File: src/rtl/sla_pkg.sv
// ----------------------------------------------------------------------------
// sla_pkg: shared constants for the serial line assembler
// Field widths, input function codes, result kinds and line-ending bytes.
// ----------------------------------------------------------------------------
`default_nettype none

package sla_pkg;

  localparam int unsigned ByteW = 8;
  localparam int unsigned LenW  = 6;

  // input function codes (tuser on the slave side)
  localparam logic FuncByte   = 1'b0;
  localparam logic FuncReload = 1'b1;

  // result kinds (tuser on the master side)
  localparam logic KindLine = 1'b0;
  localparam logic KindDrop = 1'b1;

  // bytes that end a line
  localparam logic [ByteW-1:0] NulCode     = 8'h00;
  localparam logic [ByteW-1:0] NewlineCode = 8'h0A;

endpackage

`default_nettype wire

File: src/rtl/sla_ram.sv
// ----------------------------------------------------------------------------
// sla_ram: single-port synchronous RAM
// One write or one read per cycle; read data is registered and holds
// between reads.
// ----------------------------------------------------------------------------
`default_nettype none

module sla_ram #(
  parameter int unsigned Width = 8,
  parameter int unsigned Depth = 64
) (
  input  wire logic                     clk_i,
  input  wire logic                     we_i,
  input  wire logic                     re_i,
  input  wire logic [$clog2(Depth)-1:0] addr_i,
  input  wire logic [Width-1:0]         wdata_i,
  output logic      [Width-1:0]         rdata_o
);

  logic [Width-1:0] mem_q [Depth];
  logic [Width-1:0] rdata_q;

  always_ff @(posedge clk_i) begin
    if (we_i) begin
      mem_q[addr_i] <= wdata_i;
    end
    if (re_i) begin
      rdata_q <= mem_q[addr_i];
    end
  end

  assign rdata_o = rdata_q;

endmodule

`default_nettype wire

File: src/rtl/serial_line_assembler.sv
// ----------------------------------------------------------------------------
// serial_line_assembler: collects received bytes into lines
// Stores bytes in a line RAM and plays a finished line back as a run.
// ----------------------------------------------------------------------------
// Usage:
//   Slave stream: tuser = function (byte or reload), tdata = received byte.
//   A NUL or newline byte ends the line, as does reaching LINE_DEPTH-1 stored
//   bytes. The master stream then carries the stored bytes in order and a
//   zero terminator (tlast high), each with the line length in tdata. Bytes
//   arriving while a line is done give one drop transaction each (tuser high,
//   tlast high). A reload clears the count and the done mark.
// Sequencing:
//   A drop result is registered and shown in the cycle after acceptance.
//   Playback reads each stored byte through the single RAM port in StRun,
//   then loads it into the output register in StData; the zero terminator
//   follows once all bytes are out. The input is not taken during
//   playback.
// Reset clears the count, the done mark and the output valid; the line RAM
// is not cleared, since playback only reads entries written in that line.
// A stall on the master side holds the output register and the playback.
// ----------------------------------------------------------------------------
`default_nettype none

module serial_line_assembler #(
  parameter int unsigned LINE_DEPTH = 64
) (
  input  wire logic        clk_i,
  input  wire logic        rst_ni,
  input  wire logic        s_axis_tvalid_i,
  output logic             s_axis_tready_o,
  input  wire logic [7:0]  s_axis_tdata_i,   // [7:0] rx_byte
  input  wire logic        s_axis_tuser_i,   // [0] func
  output logic             m_axis_tvalid_o,
  input  wire logic        m_axis_tready_i,
  output logic [15:0]      m_axis_tdata_o,   // [7:0] line_byte, [13:8] line_length
  output logic             m_axis_tuser_o,   // [0] kind
  output logic             m_axis_tlast_o    // last_in_run
);

  localparam int unsigned CntW = $clog2(LINE_DEPTH);
  localparam logic [CntW-1:0] LastCount = CntW'(LINE_DEPTH - 1);

  localparam logic [1:0] StIdle = 2'd0;
  localparam logic [1:0] StRun  = 2'd1;
  localparam logic [1:0] StData = 2'd2;

  logic [1:0]      state_q, state_d;
  logic [CntW-1:0] count_q, count_d;
  logic            done_q, done_d;
  logic [CntW-1:0] rd_idx_q, rd_idx_d;

  logic                     out_valid_q, out_valid_d;
  logic                     out_kind_q, out_kind_d;
  logic [sla_pkg::ByteW-1:0] out_byte_q, out_byte_d;
  logic [sla_pkg::LenW-1:0]  out_len_q, out_len_d;
  logic                     out_last_q, out_last_d;

  logic                     ram_we, ram_re;
  logic [CntW-1:0]          ram_addr;
  logic [sla_pkg::ByteW-1:0] ram_rdata;

  logic in_acc, out_free, ends_line;

  sla_ram #(
    .Width(sla_pkg::ByteW),
    .Depth(LINE_DEPTH)
  ) u_line_ram (
    .clk_i  (clk_i),
    .we_i   (ram_we),
    .re_i   (ram_re),
    .addr_i (ram_addr),
    .wdata_i(s_axis_tdata_i),
    .rdata_o(ram_rdata)
  );

  assign out_free        = !out_valid_q || m_axis_tready_i;
  assign s_axis_tready_o = (state_q == StIdle) && out_free;
  assign in_acc          = s_axis_tvalid_i && s_axis_tready_o;
  assign ends_line       = (s_axis_tdata_i == sla_pkg::NulCode) ||
                           (s_axis_tdata_i == sla_pkg::NewlineCode);

  always_comb begin
    state_d     = state_q;
    count_d     = count_q;
    done_d      = done_q;
    rd_idx_d    = rd_idx_q;
    out_valid_d = out_valid_q && !m_axis_tready_i;
    out_kind_d  = out_kind_q;
    out_byte_d  = out_byte_q;
    out_len_d   = out_len_q;
    out_last_d  = out_last_q;
    ram_we      = 1'b0;
    ram_re      = 1'b0;
    ram_addr    = count_q;

    case (state_q)
      StIdle: begin
        if (in_acc) begin
          if (s_axis_tuser_i == sla_pkg::FuncReload) begin
            count_d = '0;
            done_d  = 1'b0;
          end else if (done_q) begin
            out_valid_d = 1'b1;
            out_kind_d  = sla_pkg::KindDrop;
            out_byte_d  = '0;
            out_len_d   = '0;
            out_last_d  = 1'b1;
          end else if (ends_line) begin
            done_d   = 1'b1;
            rd_idx_d = '0;
            state_d  = StRun;
          end else begin
            // count is below LastCount here: a full line is always done
            ram_we  = 1'b1;
            count_d = count_q + 1'b1;
            if (count_q + 1'b1 == LastCount) begin
              done_d   = 1'b1;
              rd_idx_d = '0;
              state_d  = StRun;
            end
          end
        end
      end
      StRun: begin
        ram_addr = rd_idx_q;
        if (rd_idx_q == count_q) begin
          if (out_free) begin
            out_valid_d = 1'b1;
            out_kind_d  = sla_pkg::KindLine;
            out_byte_d  = '0;
            out_len_d   = sla_pkg::LenW'(count_q);
            out_last_d  = 1'b1;
            state_d     = StIdle;
          end
        end else begin
          ram_re  = 1'b1;
          state_d = StData;
        end
      end
      StData: begin
        // read data holds until the next read, so wait for a free output
        ram_addr = rd_idx_q;
        if (out_free) begin
          out_valid_d = 1'b1;
          out_kind_d  = sla_pkg::KindLine;
          out_byte_d  = ram_rdata;
          out_len_d   = sla_pkg::LenW'(count_q);
          out_last_d  = 1'b0;
          rd_idx_d    = rd_idx_q + 1'b1;
          state_d     = StRun;
        end
      end
      default: begin
        state_d = StIdle;
      end
    endcase
  end

  always_ff @(posedge clk_i or negedge rst_ni) begin
    if (!rst_ni) begin
      state_q     <= StIdle;
      count_q     <= '0;
      done_q      <= 1'b0;
      rd_idx_q    <= '0;
      out_valid_q <= 1'b0;
    end else begin
      state_q     <= state_d;
      count_q     <= count_d;
      done_q      <= done_d;
      rd_idx_q    <= rd_idx_d;
      out_valid_q <= out_valid_d;
    end
  end

  always_ff @(posedge clk_i) begin
    out_kind_q <= out_kind_d;
    out_byte_q <= out_byte_d;
    out_len_q  <= out_len_d;
    out_last_q <= out_last_d;
  end

  assign m_axis_tvalid_o = out_valid_q;
  assign m_axis_tdata_o  = {2'b00, out_len_q, out_byte_q};
  assign m_axis_tuser_o  = out_kind_q;
  assign m_axis_tlast_o  = out_last_q;

  a_count_bound: assert property (@(posedge clk_i) disable iff (!rst_ni)
    count_q <= LastCount)
    else $error("line count beyond store depth");

  a_run_done: assert property (@(posedge clk_i) disable iff (!rst_ni)
    (state_q != StIdle) |-> (done_q && rd_idx_q <= count_q))
    else $error("playback without a finished line");

  a_term_zero: assert property (@(posedge clk_i) disable iff (!rst_ni)
    (out_valid_q && out_last_q && out_kind_q == sla_pkg::KindLine) |->
      (out_byte_q == '0))
    else $error("terminator carries data");

  a_drop_fields: assert property (@(posedge clk_i) disable iff (!rst_ni)
    (out_valid_q && out_kind_q == sla_pkg::KindDrop) |->
      (out_last_q && out_len_q == '0 && out_byte_q == '0))
    else $error("malformed drop result");

  a_no_write_in_run: assert property (@(posedge clk_i) disable iff (!rst_ni)
    ram_we |-> (state_q == StIdle && !done_q))
    else $error("store written during playback");

endmodule

`default_nettype wire
File: config.mk
export PLATFORM = sky130hd
export DESIGN_NAME = serial_line_assembler
export DESIGN_NICKNAME = d
export VERILOG_FILES = /design/src/rtl/sla_pkg.sv /design/src/rtl/sla_ram.sv /design/src/rtl/serial_line_assembler.sv
export SDC_FILE = /design/constraint.sdc
export NUM_CORES = 1
export LEC_CHECK = 0
export ABC_AREA = 1
export BUFFER_PORTS_ARGS = -buffer_cell sky130_fd_sc_hd__buf_2
export CORE_MARGIN = 3
export CORE_UTILIZATION = 44
export DETAILED_ROUTE_END_ITERATION = 6
export SLEW_MARGIN = 10
export SYNTH_ARGS = -nofsm -noshare
export SYNTH_HDL_FRONTEND = slang
export SYNTH_SLANG_ARGS = --single-unit
export TNS_END_PERCENT = 1
File: constraint.sdc
create_clock -name clk_i -period 2.52 [get_ports clk_i]
set_input_delay 0.378 -clock clk_i [delete_from_list [all_inputs] [get_ports clk_i]]
set_output_delay 0.378 -clock clk_i [all_outputs]
set_load 0.05 [all_outputs]
==> results.md <==
- Dpl cells: 3220
- Crit-path cells: inv_2, ha_4, buf_12, nand2_8, nand2_4, buf_12, nand2_1, nand3_1, nand2_1, o21ai_1, nand2_1, nor2_1, nand2_1
- Initial core utilization: 45.1%
- Avg WL per Cell: 19.9 µm
- Final hold slack: 0.238 ns
- Avg Vias per Cell: 5.17
- Critical path type: reg -> reg
- First-pass GRT wire length: 100000 µm
- Yosys reg bits: 552
- Clock sinks: 552
- Most frequent cells in the layout: nand2_1, edfxtp_1, nand3_1
- # IOs: 33
- Worst Path Required: 2.88 ns
- Vias in the first global route: 16800
- Final Hold Fails: 0
- Syn Area/Cell: 10.1 µm²
- GRT Overall Usage: 22.0%
- Area leader, netlist: edfxtp_1
- Seq/Total Area, Yosys: 67.1%
- Worst-Skew Late Latency: 0.61 ns
- Post-Syn Area: 24600 µm²
- CP max stage cell: dfrtp_1
- Actual slew at the worst max-slew pin: 0.972 ns
- Post-synth EDFFs: 536
- Pwr Density: 1120 nW/µm²
- Layout cell share with drive strength beyond 1: 17.1%
- Detailed Route Iter0 Violations: 1466
- Crit-path max FO: 43
- Setup WS pre-CTS: -0.408 ns
- IO Port Bufs: 30
- Syn Inst Count: 2433
- Data arrival time of the worst path: 2.91 ns
- CP Capture Type: flip-flop
- Top post-synthesis cells by area: edfxtp_1, nand2_1, nand3_1
- Synthesis-to-layout area growth: 19.5%
- Die height: 242 µm
- Final min period: 2.54 ns
- Worst vdd ir: 0.000947 V
- Hpwl dp: 40300 µm
- DIE WIDTH: 242 µm
- Clock skew: 0.0164 ns
- Post-Place Cell Area: 26400 µm²
- Slowest stage delay, CP: 0.36 ns
- Async S/R FF share, synth: 2.90%
- Remaining antenna violation count: 0
- Layout Cells excl Fill: 3356
- Cell variety after synth: 33
- Final WL: 66800 µm
- Design Area, Final: 29400 µm²
- Tcrit/Tclk final: 101%
- Leak Pwr: 12.6 nW
- CP dominant cell by count: nand2_1
- GPL Wtd Cong: 0.868
- Clock slew at reported path FFs: 0.06 ns
- Clock tree buffer depth: 3
- Detailed Routing Iterations Pass 1: 5
- RSZ-0062 raised after global routing: yes
- Placement Rows: 85
- Slew Viols, Final: 0
- Setup violations, final: 3
- Outcome: complete, but fails checks
- Core footprint: 54600 µm²
- Leading cell type in the layout, fill and taps excluded: nand2_1
- Ys Warns: 0
- Top FF cell, synth: edfxtp_1
- Max-Cap Viols: 0
- DRC errors left: 0
- Total number of vias: 17300
- Max frequency: 393 MHz
- Root Driver: clkbuf_16
- CTS tree: done
- Antenna violations before repair: 0
- Headroom to the max-slew limit: 35.2%
- Top-area cell type share of the netlist area: 65.5%
- Ant diodes: 0
- Final Util: 53.9%
- CTS buffer count: 56
- H-tree levels: 2
- Die ar.: 58700 µm²
- Setup ws final: -0.0244 ns
- Filler cells: 4680
- Hold crit path type: in -> async
- Layout Nets: 2589
- Failing checks: negative setup slack
- Largest net degree at the start of global routing: 65
- Crit path launch type: flip-flop
- Total gr overflow: 0
## sequential cells by signal, indices dropped and copies added, names as in the netlist
register	count
m_axis_tvalid_o	1
out_len_q	6
count_q	6
m_axis_tuser_o	1
u_line_ram.mem_q	512
m_axis_tlast_o	1
rd_idx_q	6
done_q	1
state_q	2
out_byte_q	8
u_line_ram.rdata_o	8
## cells in the mapped netlist (all sizes together) (3+ instances only)
library cell,count
nand2,1391
edfxtp,536
nand3,122
buf,86
inv,77
nor3,75
nor2,38
clkbuf,31
o21ai,28
dfrtp,16
a21oi,11
ha,7
xor2,7
nand4,3
## worst paths after layout
path / slack [ns] / cells after the start / endpoint / start
worst max register to register: -0.02 / 13 / u_line_ram.rdata_o[6]$_DFFE_PP_ / state_q[0]$_DFFE_PN0P_
min in group clk_i: 0.24 / 5 / count_q[2]$_DFFE_PN0P_ / s_axis_tuser_i
worst max-delay path: -0.02 / 13 / u_line_ram.rdata_o[6]$_DFFE_PP_ / state_q[0]$_DFFE_PN0P_
worst min-delay path: 0.24 / 2 / state_q[0]$_DFFE_PN0P_ / rst_ni
max in group asynchronous: 1.99 / 2 / rd_idx_q[2]$_DFFE_PN0P_ / rst_ni
worst min register to register: 0.56 / 2 / m_axis_tuser_o$_SDFFCE_PP1P_ / m_axis_tuser_o$_SDFFCE_PP1P_
## critical path: cells and delay by family (launching register included)
family	cells	cell delay (ns)
and+or+nand+nor	8	0.89
buffers and inverters	3	0.47
DFF	1	0.36
adders and majority gates	1	0.33
AOI/OAI and AO/OA	1	0.23
## layout make-up
type | count | area, µm² | area share [%]
tap | 739 | 925 | 3.15
clock inverter | 34 | 335 | 1.14
sequential | 552 | 16500 | 56.1
multi-input combinational | 1691 | 7970 | 27.1
inverter | 77 | 327 | 1.11
timing repair buffer | 191 | 1820 | 6.20
clock buffer | 72 | 1510 | 5.15
## metrics by stage
step	power (mW)	setup TNS, ns
final	32.9	-0.0662
after global routing	34.7	-15.83
after CTS	31.6	-2.10
after detailed placement	23.0	-131.50
after global placement	23.0	-112.54
after floorplan	18.7	-44.31
## cell families after synthesis
kind of cell,count (synthesis),share of synthesized area [%]
AO/OA/AOI/OAI,40,0.962
adder cells (fa/ha/maj),7,0.356
other,1,0.0153
buffers and inverters,194,3.97
flip-flops,552,67.1
XOR/XNOR,7,0.249
AND/OR/NAND/NOR,1632,27.3
## where the power goes
part	switching [mW]	leakage [nW]	internal (mW)	total, mW
Clock	3.48	0.894	4.86	8.33
Sequential	0.177	5.04	10.5	10.7
Combinational	9.27	6.66	4.59	13.9
Total	12.9	12.6	19.9	32.9
## what timing repair did
action,4_1_cts,5_1_grt
hold buffers,1,0
setup endpoints to repair,520,418
resized for setup,75,88
pin swaps,7,48
hold endpoints to repair,16,0
setup buffers,0,20
cloned,0,9
## routing by layer
| metal | vias to the layer above | track usage [%] | part of all wire (%) |
|---|---|---|---|
| met5 | - | 0 | 0 |
| met4 | 0 | 6.06 | 2.4 |
| met3 | 91 | 3.14 | 7.4 |
| met2 | 641 | 36.0 | 47 |
| met1 | 8323 | 31.1 | 43 |
| li1 | 8290 | - | - |
(Power assumes the default switching activity.)
